$ cat src/hw/rtl/aafp_pkg.sv
`timescale 1ns / 1ps
// ----------------------------------------------------------------------------
// aafp_pkg
// Shared types, constants and helper functions for the ASCII attitude frame
// parser: status codes, default parameter values and the CRC-16 byte step.
// ----------------------------------------------------------------------------
package aafp_pkg;

    // Default parameter values.
    localparam int VALUE_WIDTH_DEF     = 32;
    localparam int FRACTION_DIGITS_DEF = 3;

    // Width of each angle field in the result.
    localparam int ANGLE_W  = 32;
    localparam int STATUS_W = 2;

    // Result data packing: status, pitch, yaw, roll, padded to whole bytes.
    localparam int RESULT_BITS = STATUS_W + 3 * ANGLE_W;
    localparam int M_TDATA_W   = ((RESULT_BITS + 7) / 8) * 8;

    // Result status codes.
    localparam logic [STATUS_W-1:0] ST_FRAME_OK  = 2'd0;
    localparam logic [STATUS_W-1:0] ST_MALFORMED = 2'd1;
    localparam logic [STATUS_W-1:0] ST_CRC_BAD   = 2'd2;

    // CRC-16/MODBUS parameters.
    localparam logic [15:0] CRC_INIT = 16'hFFFF;
    localparam logic [15:0] CRC_POLY = 16'hA001;

    // Width of the largest power of ten that scaling needs (six fraction digits).
    localparam int POW10_W = 20;

    typedef logic [15:0] crc_t;

    // One byte of the reflected CRC-16 update, bit by bit.
    function automatic crc_t crc16_byte(input crc_t crc_in, input logic [7:0] data);
        crc_t c;
        c = crc_in ^ {8'h00, data};
        for (int i = 0; i < 8; i++) begin
            if (c[0]) begin
                c = (c >> 1) ^ CRC_POLY;
            end else begin
                c = c >> 1;
            end
        end
        return c;
    endfunction

    // CRC state after the frame prefix "ARP" has been hashed.
    localparam crc_t CRC_AFTER_PREFIX =
        crc16_byte(crc16_byte(crc16_byte(CRC_INIT, 8'h41), 8'h52), 8'h50);

    // Powers of ten used to scale a number to its fixed point.
    function automatic logic [POW10_W-1:0] pow10(input logic [2:0] k);
        logic [POW10_W-1:0] p;
        case (k)
            3'd0:    p = 20'd1;
            3'd1:    p = 20'd10;
            3'd2:    p = 20'd100;
            3'd3:    p = 20'd1000;
            3'd4:    p = 20'd10000;
            3'd5:    p = 20'd100000;
            3'd6:    p = 20'd1000000;
            default: p = 20'd1;
        endcase
        return p;
    endfunction

endpackage

$ cat src/hw/rtl/aafp_dec_unit.sv
`timescale 1ns / 1ps
// ----------------------------------------------------------------------------
// aafp_dec_unit
// Saturating decimal arithmetic for the number fields: the times-ten
// accumulate of one digit, and the final scaling to the fixed point.
// ----------------------------------------------------------------------------
module aafp_dec_unit #(
    parameter int VALUE_WIDTH     = aafp_pkg::VALUE_WIDTH_DEF,
    parameter int FRACTION_DIGITS = aafp_pkg::FRACTION_DIGITS_DEF,
    localparam int MAG_W = VALUE_WIDTH - 1,
    localparam int FCW   = (FRACTION_DIGITS > 0) ? $clog2(FRACTION_DIGITS + 1) : 1
) (
    input  logic [MAG_W-1:0] acc_in,     // Current magnitude.
    input  logic [3:0]       digit,      // Decimal digit to append.
    input  logic [FCW-1:0]   frac_cnt,   // Fraction digits taken so far.
    output logic [MAG_W-1:0] mac_out,    // acc_in * 10 + digit, saturated.
    output logic [MAG_W-1:0] scaled_out  // acc_in scaled to the fixed point, saturated.
);

    localparam int POW10_W = aafp_pkg::POW10_W;

    localparam logic [MAG_W-1:0] VMAX = '1;
    localparam logic [MAG_W-1:0] Q10  = MAG_W'(VMAX / 10);
    localparam logic [3:0]       R10  = 4'(VMAX % 10);

    // Largest magnitude that survives scaling by 10^k without saturating.
    localparam logic [MAG_W-1:0] LIM [0:6] = '{
        VMAX,
        MAG_W'(VMAX / 10),
        MAG_W'(VMAX / 100),
        MAG_W'(VMAX / 1000),
        MAG_W'(VMAX / 10000),
        MAG_W'(VMAX / 100000),
        MAG_W'(VMAX / 1000000)
    };

    logic [MAG_W-1:0]         mac_limit;
    logic [MAG_W+2:0]         mac_sum;
    logic [2:0]               scale_k;
    logic [MAG_W+POW10_W-1:0] scale_prod;

    // Times-ten accumulate: (max - d) / 10 is the overflow threshold.
    always_comb begin
        mac_limit = (digit <= R10) ? Q10 : (Q10 - 1'b1);
        mac_sum   = {acc_in, 3'b000} + {2'b00, acc_in, 1'b0} + (MAG_W + 3)'(digit);
        if (acc_in > mac_limit) begin
            mac_out = VMAX;
        end else begin
            mac_out = mac_sum[MAG_W-1:0];
        end
    end

    // Scale by the fraction digits still missing.
    always_comb begin
        scale_k    = 3'(FRACTION_DIGITS - int'(frac_cnt));
        scale_prod = (MAG_W + POW10_W)'(acc_in) *
                     (MAG_W + POW10_W)'(aafp_pkg::pow10(scale_k));
        if (acc_in > LIM[scale_k]) begin
            scaled_out = VMAX;
        end else begin
            scaled_out = scale_prod[MAG_W-1:0];
        end
    end

endmodule

$ cat src/hw/rtl/ascii_attitude_frame_parser.sv
`timescale 1ns / 1ps
// ----------------------------------------------------------------------------
// ascii_attitude_frame_parser
// Parses ARP<num>Y<num>R<num>C<hhhh> attitude lines from a serial byte
// stream, checks the CRC-16/MODBUS and reports one result per newline.
// ----------------------------------------------------------------------------
// Throughput: one byte per cycle; the parse state is updated by a single
// pass of logic between the input register and the result register.
// A newline byte passes the input register, then its result is registered.
// Bytes other than newline produce no result; a held result stalls input.
// Reset (aresetn low, synchronous) empties both registers and returns the
// parser to searching for the frame prefix.
module ascii_attitude_frame_parser #(
    parameter int VALUE_WIDTH     = aafp_pkg::VALUE_WIDTH_DEF,
    parameter int FRACTION_DIGITS = aafp_pkg::FRACTION_DIGITS_DEF
) (
    input  logic                           aclk,
    input  logic                           aresetn,
    // Input byte stream.
    input  logic                           s_tvalid,
    output logic                           s_tready,
    input  logic [7:0]                     s_tdata,   // [7:0] rx_byte
    // Result stream.
    output logic                           m_tvalid,
    input  logic                           m_tready,
    // [1:0] status, [33:2] pitch_milli, [65:34] yaw_milli, [97:66] roll_milli,
    // [103:98] zero
    output logic [aafp_pkg::M_TDATA_W-1:0] m_tdata
);

    localparam int MAG_W = VALUE_WIDTH - 1;
    localparam int FCW   = (FRACTION_DIGITS > 0) ? $clog2(FRACTION_DIGITS + 1) : 1;
    localparam int AW    = aafp_pkg::ANGLE_W;

    // Parse phases; the numeric phases are 1 + 4 * field + sub-step.
    localparam logic [4:0] PH_SEARCH = 5'd0;
    localparam logic [4:0] PH_NUM0   = 5'd1;
    localparam logic [4:0] PH_NUM_END = 5'd12;
    localparam logic [4:0] PH_HEX    = 5'd13;
    localparam logic [4:0] PH_TRAIL  = 5'd14;

    localparam logic [1:0] SUB_START = 2'd0;
    localparam logic [1:0] SUB_SIGN  = 2'd1;
    localparam logic [1:0] SUB_INT   = 2'd2;
    localparam logic [1:0] SUB_FRAC  = 2'd3;

    localparam logic [1:0] FIELD_PITCH = 2'd0;
    localparam logic [1:0] FIELD_YAW   = 2'd1;
    localparam logic [1:0] FIELD_ROLL  = 2'd2;

    localparam logic [7:0] CH_LF    = 8'h0A;
    localparam logic [7:0] CH_A     = 8'h41;
    localparam logic [7:0] CH_R     = 8'h52;
    localparam logic [7:0] CH_P     = 8'h50;
    localparam logic [7:0] CH_Y     = 8'h59;
    localparam logic [7:0] CH_C     = 8'h43;
    localparam logic [7:0] CH_PLUS  = 8'h2B;
    localparam logic [7:0] CH_MINUS = 8'h2D;
    localparam logic [7:0] CH_POINT = 8'h2E;
    localparam logic [7:0] CH_PCT   = 8'h25;

    // Pipeline registers.
    logic                           in_valid_reg, in_valid_next;
    logic [7:0]                     in_byte_reg;
    logic                           out_valid_reg, out_valid_next;
    logic [aafp_pkg::M_TDATA_W-1:0] out_data_reg, out_data_next;

    // Line parse state.
    logic [4:0]         phase_reg, phase_next;
    logic [1:0]         prog_reg, prog_next;
    aafp_pkg::crc_t     crc_reg, crc_next;
    logic [MAG_W-1:0]   acc_reg, acc_next;
    logic               neg_reg, neg_next;
    logic [FCW-1:0]     fcnt_reg, fcnt_next;
    logic [MAG_W-1:0]   pitch_mag_reg, pitch_mag_next;
    logic               pitch_neg_reg, pitch_neg_next;
    logic [MAG_W-1:0]   yaw_mag_reg, yaw_mag_next;
    logic               yaw_neg_reg, yaw_neg_next;
    logic [MAG_W-1:0]   roll_mag_reg, roll_mag_next;
    logic               roll_neg_reg, roll_neg_next;
    aafp_pkg::crc_t     rcrc_reg, rcrc_next;
    logic [2:0]         hcnt_reg, hcnt_next;
    logic               err_reg, err_next;

    logic               advance;
    logic [7:0]         b;
    logic [3:0]         num_idx;
    logic [1:0]         field;
    logic [1:0]         sub;
    logic [7:0]         term;
    logic               is_digit;
    logic               is_space;
    logic               hex_ok;
    logic [3:0]         hex_val;
    logic [7:0]         prefix_char;
    logic               framed;
    logic [1:0]         status;
    logic [MAG_W-1:0]   mac_mag;
    logic [MAG_W-1:0]   scaled_mag;

    // Magnitude and sign to the 32-bit two's complement result field.
    function automatic logic [AW-1:0] to_angle(input logic [MAG_W-1:0] mag,
                                               input logic neg);
        logic [MAG_W+AW:0] ext;
        logic [AW-1:0]     m;
        ext = {{(AW + 1){1'b0}}, mag};
        m   = ext[AW-1:0];
        return neg ? (~m + 1'b1) : m;
    endfunction

    aafp_dec_unit #(
        .VALUE_WIDTH     (VALUE_WIDTH),
        .FRACTION_DIGITS (FRACTION_DIGITS)
    ) u_dec (
        .acc_in     (acc_reg),
        .digit      (in_byte_reg[3:0]),
        .frac_cnt   (fcnt_reg),
        .mac_out    (mac_mag),
        .scaled_out (scaled_mag)
    );

    // Handshake: the byte stage moves whenever the result stage can take it.
    assign advance  = !out_valid_reg || m_tready;
    assign s_tready = !in_valid_reg || advance;
    assign m_tvalid = out_valid_reg;
    assign m_tdata  = out_data_reg;

    // Byte classification.
    always_comb begin
        b        = in_byte_reg;
        num_idx  = 4'(phase_reg - PH_NUM0);
        field    = num_idx[3:2];
        sub      = num_idx[1:0];
        is_digit = (b inside {[8'h30:8'h39]});
        is_space = (b inside {8'h20, [8'h09:8'h0D]});
        case (field)
            FIELD_PITCH: term = CH_Y;
            FIELD_YAW:   term = CH_R;
            default:     term = CH_C;
        endcase
        case (prog_reg)
            2'd0:    prefix_char = CH_A;
            2'd1:    prefix_char = CH_R;
            default: prefix_char = CH_P;
        endcase
        hex_ok  = 1'b1;
        hex_val = b[3:0];
        case (b) inside
            [8'h30:8'h39]: hex_val = b[3:0];
            [8'h41:8'h46],
            [8'h61:8'h66]: hex_val = 4'(b[2:0] + 4'd9);
            default:       hex_ok  = 1'b0;
        endcase
    end

    // End-of-line verdict.
    always_comb begin
        framed = !err_reg &&
                 (phase_reg == PH_TRAIL || (phase_reg == PH_HEX && hcnt_reg == 3'd4));
        if (!framed) begin
            status = aafp_pkg::ST_MALFORMED;
        end else if (crc_reg != rcrc_reg) begin
            status = aafp_pkg::ST_CRC_BAD;
        end else begin
            status = aafp_pkg::ST_FRAME_OK;
        end
    end

    // Parse state update, one byte per advancing cycle.
    always_comb begin
        phase_next     = phase_reg;
        prog_next      = prog_reg;
        crc_next       = crc_reg;
        acc_next       = acc_reg;
        neg_next       = neg_reg;
        fcnt_next      = fcnt_reg;
        pitch_mag_next = pitch_mag_reg;
        pitch_neg_next = pitch_neg_reg;
        yaw_mag_next   = yaw_mag_reg;
        yaw_neg_next   = yaw_neg_reg;
        roll_mag_next  = roll_mag_reg;
        roll_neg_next  = roll_neg_reg;
        rcrc_next      = rcrc_reg;
        hcnt_next      = hcnt_reg;
        err_next       = err_reg;
        out_data_next  = out_data_reg;
        out_valid_next = out_valid_reg;
        in_valid_next  = in_valid_reg;

        if (s_tready) begin
            in_valid_next = s_tvalid;
        end
        if (advance) begin
            out_valid_next = 1'b0;
        end

        if (in_valid_reg && advance) begin
            if (b == CH_LF) begin
                // Emit the line result and start over.
                out_valid_next = 1'b1;
                out_data_next  = '0;
                out_data_next[1:0] = status;
                if (status == aafp_pkg::ST_FRAME_OK) begin
                    out_data_next[2 +: AW]          = to_angle(pitch_mag_reg, pitch_neg_reg);
                    out_data_next[2 + AW +: AW]     = to_angle(yaw_mag_reg, yaw_neg_reg);
                    out_data_next[2 + 2 * AW +: AW] = to_angle(roll_mag_reg, roll_neg_reg);
                end
                phase_next     = PH_SEARCH;
                prog_next      = '0;
                crc_next       = aafp_pkg::CRC_INIT;
                acc_next       = '0;
                neg_next       = 1'b0;
                fcnt_next      = '0;
                pitch_mag_next = '0;
                pitch_neg_next = 1'b0;
                yaw_mag_next   = '0;
                yaw_neg_next   = 1'b0;
                roll_mag_next  = '0;
                roll_neg_next  = 1'b0;
                rcrc_next      = '0;
                hcnt_next      = '0;
                err_next       = 1'b0;
            end else if (!err_reg) begin
                case (phase_reg) inside
                    PH_SEARCH: begin
                        // Look for the "ARP" prefix.
                        if (b == prefix_char) begin
                            prog_next = prog_reg + 1'b1;
                        end else begin
                            prog_next = (b == CH_A) ? 2'd1 : 2'd0;
                        end
                        if (prog_reg == 2'd2 && b == CH_P) begin
                            prog_next  = '0;
                            crc_next   = aafp_pkg::CRC_AFTER_PREFIX;
                            phase_next = PH_NUM0;
                        end
                    end
                    [PH_NUM0:PH_NUM_END]: begin
                        // The CRC covers everything before the checksum marker.
                        if (b != CH_C || field != FIELD_ROLL) begin
                            crc_next = aafp_pkg::crc16_byte(crc_reg, b);
                        end
                        if (sub == SUB_START && (b == CH_PLUS || b == CH_MINUS)) begin
                            neg_next   = (b == CH_MINUS);
                            phase_next = 5'(PH_NUM0 + {1'b0, field, SUB_SIGN});
                        end else if (is_digit && sub != SUB_FRAC) begin
                            acc_next   = mac_mag;
                            phase_next = 5'(PH_NUM0 + {1'b0, field, SUB_INT});
                        end else if (is_digit) begin
                            if (fcnt_reg < FCW'(FRACTION_DIGITS)) begin
                                acc_next  = mac_mag;
                                fcnt_next = fcnt_reg + 1'b1;
                            end
                        end else if (sub == SUB_INT && b == CH_POINT) begin
                            phase_next = 5'(PH_NUM0 + {1'b0, field, SUB_FRAC});
                        end else if ((sub == SUB_INT || sub == SUB_FRAC) && b == term) begin
                            // Number complete: scale it and store it by field.
                            acc_next  = '0;
                            fcnt_next = '0;
                            neg_next  = 1'b0;
                            case (field)
                                FIELD_PITCH: begin
                                    pitch_mag_next = scaled_mag;
                                    pitch_neg_next = neg_reg;
                                    phase_next     = 5'(PH_NUM0 + 5'd4);
                                end
                                FIELD_YAW: begin
                                    yaw_mag_next = scaled_mag;
                                    yaw_neg_next = neg_reg;
                                    phase_next   = 5'(PH_NUM0 + 5'd8);
                                end
                                default: begin
                                    roll_mag_next = scaled_mag;
                                    roll_neg_next = neg_reg;
                                    phase_next    = PH_HEX;
                                end
                            endcase
                        end else begin
                            err_next = 1'b1;
                        end
                    end
                    PH_HEX: begin
                        // Four hex digits, then '%' or whitespace.
                        if (hex_ok && hcnt_reg < 3'd4) begin
                            rcrc_next = {rcrc_reg[11:0], hex_val};
                            hcnt_next = hcnt_reg + 1'b1;
                        end else if (hcnt_reg == 3'd4 && (b == CH_PCT || is_space)) begin
                            phase_next = PH_TRAIL;
                        end else begin
                            err_next = 1'b1;
                        end
                    end
                    default: begin
                        // Trailing text must be whitespace.
                        if (!is_space) begin
                            err_next = 1'b1;
                        end
                    end
                endcase
            end
        end
    end

    // Control and parse state registers.
    always_ff @(posedge aclk) begin
        if (!aresetn) begin
            in_valid_reg  <= 1'b0;
            out_valid_reg <= 1'b0;
            phase_reg     <= PH_SEARCH;
            prog_reg      <= '0;
            crc_reg       <= aafp_pkg::CRC_INIT;
            acc_reg       <= '0;
            neg_reg       <= 1'b0;
            fcnt_reg      <= '0;
            pitch_mag_reg <= '0;
            pitch_neg_reg <= 1'b0;
            yaw_mag_reg   <= '0;
            yaw_neg_reg   <= 1'b0;
            roll_mag_reg  <= '0;
            roll_neg_reg  <= 1'b0;
            rcrc_reg      <= '0;
            hcnt_reg      <= '0;
            err_reg       <= 1'b0;
        end else begin
            in_valid_reg  <= in_valid_next;
            out_valid_reg <= out_valid_next;
            phase_reg     <= phase_next;
            prog_reg      <= prog_next;
            crc_reg       <= crc_next;
            acc_reg       <= acc_next;
            neg_reg       <= neg_next;
            fcnt_reg      <= fcnt_next;
            pitch_mag_reg <= pitch_mag_next;
            pitch_neg_reg <= pitch_neg_next;
            yaw_mag_reg   <= yaw_mag_next;
            yaw_neg_reg   <= yaw_neg_next;
            roll_mag_reg  <= roll_mag_next;
            roll_neg_reg  <= roll_neg_next;
            rcrc_reg      <= rcrc_next;
            hcnt_reg      <= hcnt_next;
            err_reg       <= err_next;
        end
    end

    // Payload registers.
    always_ff @(posedge aclk) begin
        if (s_tvalid && s_tready) begin
            in_byte_reg <= s_tdata;
        end
        out_data_reg <= out_data_next;
    end

endmodule

$ cat config.mk
export PLATFORM = sky130hd
export DESIGN_NAME = ascii_attitude_frame_parser
export DESIGN_NICKNAME = d
export VERILOG_FILES = /design/src/hw/rtl/aafp_pkg.sv /design/src/hw/rtl/aafp_dec_unit.sv /design/src/hw/rtl/ascii_attitude_frame_parser.sv
export SDC_FILE = /design/constraint.sdc
export NUM_CORES = 1
export LEC_CHECK = 0
export BUFFER_PORTS_ARGS = -buffer_cell sky130_fd_sc_hd__buf_2
export CORE_MARGIN = 5
export CORE_UTILIZATION = 40
export DETAILED_ROUTE_END_ITERATION = 10
export SYNTH_ARGS = -nofsm -noshare
export SYNTH_HDL_FRONTEND = slang
export SYNTH_SLANG_ARGS = --single-unit
$ cat constraint.sdc
create_clock -name aclk -period 9.12 [get_ports aclk]
set_input_delay 1.824 -clock aclk [delete_from_list [all_inputs] [get_ports aclk]]
set_output_delay 1.824 -clock aclk [all_outputs]
set_load 0.03 [all_outputs]
# Yosys cells after proc, flatten, opt, wreduce, memory -nomap -nowiden
# Memory sizes are Yosys's and may differ from the RTL's.
# Index checks and enable logic that the tools add are counted.
op_classes:
  addsub: 14
  mul: 1
  order_cmp: 16
  eq_ne: 47
  mux: 210
  n_bitwise: 13
  n_reduce_logical: 62
op_table:
  columns: ["operator", "count"]
  rows:
  - ["two-way mux 31 bit", 47]
  - ["two-way mux 16 bit", 62]
  - ["one-hot mux 20 bit (6 select lines)", 1]
  - ["adder 32 x 1 -> 32 bit, second input constant", 3]
  - ["inverter 31 -> 32 bit", 3]
  - ["two-way mux 5 bit", 13]
  - ["two-way mux 1 bit", 58]
  - ["equality test 8 x 6 -> 1 bit, second input constant", 5]
  - ["two-way mux 2 bit", 17]
  - ["adder 31 bit", 1]
  - ["adder 31 x 4 -> 31 bit", 1]
  - ["> comparator 31 x 28 -> 1 bit", 1]
  - ["> comparator 31 bit", 1]
  - ["multiplier 31 x 20 -> 31 bit", 1]
  - ["AND reduction 10 bit", 3]
  - ["inverter 2 -> 3 bit", 8]
  - ["AND reduction 8 bit", 3]
  - ["two-way mux 3 bit", 7]
  - ["one-hot mux 5 bit (2 select lines)", 2]
  - ["equality test 8 x 7 -> 1 bit, second input constant", 2]
  - [">= comparator 8 x 7 -> 1 bit, second input constant", 2]
  - ["less-or-equal comparator 8 x 7 -> 1 bit, second input constant", 2]
  - ["logical AND 1 bit", 16]
  - ["!= test 16 bit", 1]
  - ["52 further kinds", 103]
word_totals:
  register_bits: 281
  romBits: 248
  inputBits: 12
  out_inout_bits: 106
  word_cells: 387
  n_memories: 1
memory_table:
  columns: ["name", "depth", "width", "read_ports", "rd_clocked_by_memory_dff", "wr", "line", "source"]
  rows:
  - ["(name not given)", 8, 31, 1, 0, 0, "aafp_dec_unit.sv:58", "if (acc_in > LIM[scale_k]) begin"]

# Longest topological paths before layout
depth:
  word_depth: 64
  ltp_mapped: 28
  mapped_depth_nobuf: 27

# Hierarchy
# A second synthesis with hierarchy kept.
hier_totals:
  cells_unflattened: 2563
  area_unflattened_um2: 24020.5
by_module_without_submodules:
  columns: ["module", "instances", "cells_per_inst", "area_per_inst_um2", "seq_area_each_um2"]
  rows:
  - ["ascii_attitude_frame_parser", 1, 1242, 12917.4, 6686.4]
  - ["aafp_dec_unit", 1, 1321, 11103.1, 0.0]

# Worst setup path before layout
# OpenSTA, ideal clock, no wires.
synth_path:
  path_kind: "reg-to-reg"
  from: "reg fcnt_reg[1]"
  to: "reg roll_mag_reg[27]"
  setup_ns: 0.123
  arrival_time_ns: 7.246
  t_required_ns: 8.997
  slack_ns: 1.751
  path_stages_with_launch: 28
  n_path_buf: 1
  synth_period_minus_slack_ns: 7.369
  path_cell_list: "dfxtp_1 -> inv_1 -> ha_1 -> or2_2 -> clkbuf_1 -> and2_1 -> fa_1 -> fa_1 -> inv_1 -> fa_1 -> inv_1 -> fa_1 -> ha_1 -> fa_1 -> inv_1 -> fa_1 -> inv_1 -> ha_1 -> a21o_1 -> a21oi_1 -> o21ai_0 -> a221o_1 -> a41o_1 -> a221oi_1 -> o21ai_1 -> xor2_1 -> nor2_1 -> o21ai_0"
synth_between:
  elab_chain_len: 17
  word_cells_on_any_way: 25
  classes_between: "1 x add/sub; 1 x mul; 1 x order compare; 6 x eq/ne; 14 x mux; 1 x bitwise; 1 x memory"
synth_rtl:
  columns: ["element", "line", "source"]
  rows:
  - ["start, declared", "ascii_attitude_frame_parser.sv:74", "logic [FCW-1:0] fcnt_reg, fcnt_next;"]
  - ["start signal, assigned", "ascii_attitude_frame_parser.sv:332", "fcnt_reg <= fcnt_next;"]
  - ["subtractor 2 x 2 -> 3 bit (*)", "aafp_dec_unit.sv:55", "scale_k = 3'(FRACTION_DIGITS - int'(frac_cnt));"]
  - ["branches (longest 5 deep; another with multiplier 31 x 20 -> 31 bit)", null, null]
  - ["two-way mux 31 bit (*)", "aafp_dec_unit.sv:58", null]
  - ["two-way mux 31 bit (*)", "ascii_attitude_frame_parser.sv:261", "case (field)"]
  - ["two-way mux 31 bit (*)", "ascii_attitude_frame_parser.sv:256", "end else if ((sub == SUB_INT || sub == SUB_FRAC) && b == term) begin"]
  - ["two-way mux 31 bit (*)", "ascii_attitude_frame_parser.sv:254", "end else if (sub == SUB_INT && b == CH_POINT) begin"]
  - ["two-way mux 31 bit (*)", "ascii_attitude_frame_parser.sv:249", "end else if (is_digit) begin"]
  - ["two-way mux 31 bit (*)", "ascii_attitude_frame_parser.sv:246", "end else if (is_digit && sub != SUB_FRAC) begin"]
  - ["two-way mux 31 bit (*)", "ascii_attitude_frame_parser.sv:243", "if (sub == SUB_START && (b == CH_PLUS || b == CH_MINUS)) begin"]
  - ["two-way mux 31 bit (*) (2 in a row)", "ascii_attitude_frame_parser.sv:224", "case (phase_reg) inside"]
  - ["two-way mux 31 bit (*)", "ascii_attitude_frame_parser.sv:223", "end else if (!err_reg) begin"]
  - ["two-way mux 31 bit (*)", "ascii_attitude_frame_parser.sv:198", "if (b == CH_LF) begin"]
  - ["end signal, assigned", "ascii_attitude_frame_parser.sv:337", "roll_mag_reg <= roll_mag_next;"]
  - ["end, declared", "ascii_attitude_frame_parser.sv:79", "logic [MAG_W-1:0] roll_mag_reg, roll_mag_next;"]
# Every way passes the cells marked *. The select of a mux whose other input is x is not followed.
# A chain may end at the register's enable or synchronous reset.

# Final worst setup path
layout_path:
  from: "reg fcnt_reg[0]"
  to: "reg yaw_mag_reg[27]"
layout_between:
  elab_chain_len: 17
  word_cells_on_any_way: 25
  classes_between: "1 x add/sub; 1 x mul; 1 x order compare; 6 x eq/ne; 14 x mux; 1 x bitwise; 1 x memory"
layout_rtl:
  columns: ["element", "line", "source"]
  rows:
  - ["subtractor 2 x 2 -> 3 bit (*)", "aafp_dec_unit.sv:55", null]
  - ["branches (longest 5 deep; another with multiplier 31 x 20 -> 31 bit)", null, null]
  - ["two-way mux 31 bit (*)", "aafp_dec_unit.sv:58", null]
  - ["two-way mux 31 bit (*)", "ascii_attitude_frame_parser.sv:261", null]
  - ["two-way mux 31 bit (*)", "ascii_attitude_frame_parser.sv:256", null]
  - ["two-way mux 31 bit (*)", "ascii_attitude_frame_parser.sv:254", null]
  - ["two-way mux 31 bit (*)", "ascii_attitude_frame_parser.sv:249", null]
  - ["two-way mux 31 bit (*)", "ascii_attitude_frame_parser.sv:246", null]
  - ["two-way mux 31 bit (*)", "ascii_attitude_frame_parser.sv:243", null]
  - ["two-way mux 31 bit (*) (2 in a row)", "ascii_attitude_frame_parser.sv:224", null]
  - ["two-way mux 31 bit (*)", "ascii_attitude_frame_parser.sv:223", null]
  - ["two-way mux 31 bit (*)", "ascii_attitude_frame_parser.sv:198", null]
  - ["end signal, assigned", "ascii_attitude_frame_parser.sv:335", "yaw_mag_reg <= yaw_mag_next;"]
  - ["end, declared", "ascii_attitude_frame_parser.sv:77", "logic [MAG_W-1:0] yaw_mag_reg, yaw_mag_next;"]
# Marked as above.

==> impl_results.rst <==
.. list-table::
   :header-rows: 1

   * - Metric
     - Value
   * - Clock skew
     - 0.01943 ns
   * - Post-Route WL
     - 59.90 mm
   * - Fmax achieved
     - 119.6 MHz
   * - HPWL after detailed placement
     - 45.67 mm
   * - Relative max-transition margin
     - 17.55%
   * - DRC
     - 0
   * - Share of layout cells above drive strength 1
     - between 7 and 8%
   * - Main combinational cell family by area after synthesis
     - adder cells
   * - Residual overflow from global routing
     - 0
   * - Largest fanout on the critical path
     - 27
   * - Number of nets still failing antenna checks after routing
     - 0
   * - Combinational share of power
     - 2.4%
   * - Number of distinct standard cells referenced by the synthesized netlist
     - 80
   * - Max stage delay cell, worst path
     - sky130_fd_sc_hd__ha_1
   * - TNS Setup
     - 0 ns
   * - Type of origin of the critical path
     - flip-flop
   * - Number of flops mapped to enable cells by yosys
     - 106
   * - DIE WIDTH
     - 254.3 um
   * - Sequential cell area fraction in the yosys report
     - 28.01%
   * - Setup repair after global routing missed its margin
     - false
   * - Pin count of the biggest net entering global routing
     - 85
   * - Simple-gate portion of the synthesized area
     - 17.01%
   * - Final period demand of the worst path
     - 8.361 ns
   * - Sequential power share
     - 47.4%
   * - Switch share
     - a little over a fifth
   * - CTS tree
     - yes
   * - Outcome
     - completed
   * - Final Hold Vio Count
     - 0
   * - Max-cap violations
     - 0
   * - Gates resized, CTS repair
     - 0
   * - Synth Area in Compound Gates
     - 13.32%
   * - Mux cell area share after synthesis
     - less than 1%
   * - Worst IR Drop VDD
     - 0.0001054 V
   * - Number of cells produced by synthesis
     - 2694
   * - FILL cells
     - 5802
   * - Power density relative to cell area
     - 105.2 nW/um^2
   * - Reg area
     - 6686 um^2
   * - Combined global-route utilization of all metal layers
     - 18.39%
   * - Post-synthesis adder-cell area fraction
     - 27.45%
   * - Share of the clock period used by the worst path after layout
     - 91.68%
   * - Syn. warnings
     - 0
   * - Category of cells accounting for the largest share of critical-path delay
     - adder cells
   * - Boundary pin count
     - 118
   * - Vias/cell
     - approximately 5.2
   * - Clock-pin transition on the worst setup and hold timing paths
     - approximately 0.06 ns
   * - Global-route wire length before repair
     - 97.67 mm
   * - Share of the synthesized netlist area taken by xor and xnor gates
     - 7.375%
   * - Chip Height
     - 254.3 um
   * - IO Port Bufs
     - between 100 and 150
   * - Synthesized flop and latch total
     - around 280
   * - Leakage power
     - between 0.01 and 0.015 uW
   * - CTS Buf Count
     - 34
   * - Clock sink count
     - 281
   * - Final setup fails
     - 0
   * - Insertion delay to the later sink of the worst-skew pair
     - approximately 0.55 ns
   * - Async set-reset flop share out of synthesis
     - 0%
   * - Arrival @ worst endpoint
     - 8.79 ns
   * - Floorplan core area
     - 59020 um^2
   * - DR pass1 iterations
     - 5
   * - Internal portion of total power
     - roughly 2200 uW
   * - Initial core utilization
     - between 40 and 50%
   * - Mean instance size in the synthesized netlist
     - 8.861 um^2
   * - Final Wtd Congestion
     - 0.8930
   * - Number of nets in the final layout
     - 3177
   * - Die ar.
     - about 65000 um^2
   * - Detailed Route Iter0 Violations
     - about 1.1k
   * - Maximum clock insertion buffer count
     - 3
   * - Worst Tran Pin Value
     - between 1 and 1.5 ns
   * - Clock power share
     - between 50% and 60%
   * - Number of global-route vias before repair
     - 18.78k
   * - Mapped cell area
     - 23870 um^2
   * - CTS Hold Buffers Added
     - 0
   * - Number of vias in the routed layout
     - around 19k
   * - Worst hold path class
     - reg -> reg
   * - Largest register FFs
     - just under 100
   * - Area occupied by multi-input gates
     - about 16000 um^2
   * - Buffering stage count on the worst path with inverters included
     - 6
   * - H-tree level count
     - 2
   * - Required time reported for the critical path endpoint
     - 9.54 ns
   * - Number of pins exceeding their max-slew limit in the final report
     - 0
   * - Final antenna diode count
     - 0
   * - Mean routed wirelength per cell
     - 16.93 um
   * - Layout-stage area growth over the synthesis result
     - 9.822%
   * - Worst stage delay on the critical path
     - 0.78 ns
   * - Post-CTS setup-driven buffer insertion count
     - 0
   * - Prevailing post-synth register cell
     - sky130_fd_sc_hd__dfxtp_1
   * - Clock Root Buffer
     - sky130_fd_sc_hd__clkbuf_16
   * - Net load switching power
     - 601.3 uW
   * - Floorplan row count
     - 89
   * - Antenna violations before repair
     - 0
   * - CP endpoint kind
     - flip-flop
   * - Worst Path Class, Setup
     - reg -> reg
   * - Pwr Total
     - 2758 uW
[stage by stage]
stage	hold slack [ns]	area [um^2]	utilization [%]	setup WS [ns]	cells
final	0.4835	26220	44.42	0.7586	3538
after CTS	0.4822	26220	44.42	0.7546	3538
after detailed placement	0.4746	25070	42.47	0.7597	3476
after global routing	0.5051	26220	44.42	0.1684	3538
after global placement	0.4684	25070	42.47	1.088	3476
after floorplan	0.4555	23890	-	1.751	2699
[power groups by stage]
stage	sequential [uW]	clock [uW]	combinational, uW
after global placement	1330	0	63.8
after floorplan	1330	0	55.1
after detailed placement	1330	0	64.2
final	1310	1390	64.9
after global routing	1310	1470	71.2
after CTS	1310	1420	64.4
[cell type report]
cell class | instances | share of cell area [%]
Clock buffer | 46 | 3.694
Clock inverter | 16 | 0.6920
Inverter | 267 | 3.837
Multi-Input combinational cell | 2023 | 59.86
Sequential cell | 281 | 25.50
Tap cell | 773 | 3.689
Timing Repair Buffer | 132 | 2.720
[cell families after synthesis]
family	after synthesis
xor+xnor	201
buf+inv	395
compound gates	521
fa+ha+maj	426
other cells	1
simple gates	859
flops	281
mux	10
[layout by cell type, fill, tap and decap left out, drive strengths merged, types with 4 or more instances in the layout]
master and instances:
a211oi 16, a21o 34, a21oi 207, a31oi 12, and2 96, and3 7
buf 132, clkbuf 46, clkinv 10, conb 6, dfxtp 175, edfxtp 106
fa 163, ha 263, inv 268, mux2i 9, nand2 321, nand2b 16
nand3 69, nand3b 4, nand4 22, nor2 204, nor2b 27, nor3 25
nor3b 8, nor4 11, o211ai 17, o21a 17, o21ai 123, o21bai 11
o31ai 27, o41ai 14, or2 5, or3 21, or4 18, xnor2 89
xor2 112
[Yosys cell counts, types with 12 or more instances]
cell type	instances	area, um^2
sky130_fd_sc_hd__nand4_1	22	137.6
sky130_fd_sc_hd__a211oi_1	16	120.1
sky130_fd_sc_hd__clkbuf_1	97	364.1
sky130_fd_sc_hd__nand3_1	68	340.3
sky130_fd_sc_hd__inv_1	265	994.7
sky130_fd_sc_hd__ha_1	263	3291
sky130_fd_sc_hd__a31oi_1	12	75.07
sky130_fd_sc_hd__a21oi_1	207	1036
sky130_fd_sc_hd__xnor2_1	89	779.5
sky130_fd_sc_hd__nor3_1	24	120.1
sky130_fd_sc_hd__or3_1	20	125.1
sky130_fd_sc_hd__edfxtp_1	106	3183
sky130_fd_sc_hd__a21o_1	34	255.2
sky130_fd_sc_hd__buf_2	13	65.06
sky130_fd_sc_hd__o21ai_0	91	455.4
sky130_fd_sc_hd__dfxtp_1	175	3503
sky130_fd_sc_hd__o21a_1	17	127.6
sky130_fd_sc_hd__and2_1	95	594.3
sky130_fd_sc_hd__nand2b_1	16	100.1
sky130_fd_sc_hd__nor2_1	204	765.7
sky130_fd_sc_hd__nor2b_1	27	168.9
sky130_fd_sc_hd__o211ai_1	17	127.6
sky130_fd_sc_hd__nand2_1	321	1205
sky130_fd_sc_hd__xor2_1	112	980.9
sky130_fd_sc_hd__o31ai_1	26	195.2
sky130_fd_sc_hd__or4_1	16	120.1
sky130_fd_sc_hd__o21ai_1	32	160.2
sky130_fd_sc_hd__fa_1	163	3263
[final timing paths]
kind / startpoint / to / slack [ns] / cells after the start
setup / recovery: fcnt_reg[0]$_SDFFE_PN0P_ / yaw_mag_reg[27]$_SDFFE_PN0P_ / 0.76 / 27
hold / removal: roll_mag_reg[22]$_SDFFE_PN0P_ / roll_mag_reg[22]$_SDFFE_PN0P_ / 0.48 / 2
setup reg to reg: fcnt_reg[0]$_SDFFE_PN0P_ / yaw_mag_reg[27]$_SDFFE_PN0P_ / 0.76 / 27
hold reg to reg: roll_mag_reg[22]$_SDFFE_PN0P_ / roll_mag_reg[22]$_SDFFE_PN0P_ / 0.48 / 2
[worst min-delay path, cell delays in order, from the launching register on]
cell and delay [ns]:
sky130_fd_sc_hd__dfxtp_1 0.32, sky130_fd_sc_hd__nand2_1 0.06, sky130_fd_sc_hd__a21oi_1 0.05
[layer usage]
| layer | vias to the layer above | global-route usage, % | wire (um) |
|---|---|---|---|
| li1 | 9182 | - | - |
| met1 | 8900 | 24.89 | 27200 |
| met2 | 396 | 31.05 | 28410 |
| met3 | 85 | 2.917 | 2962 |
| met4 | 0 | 4.541 | 1329 |
| met5 | - | 0 | 0 |
No activity file was read; power rests on OpenSTA's default activity.
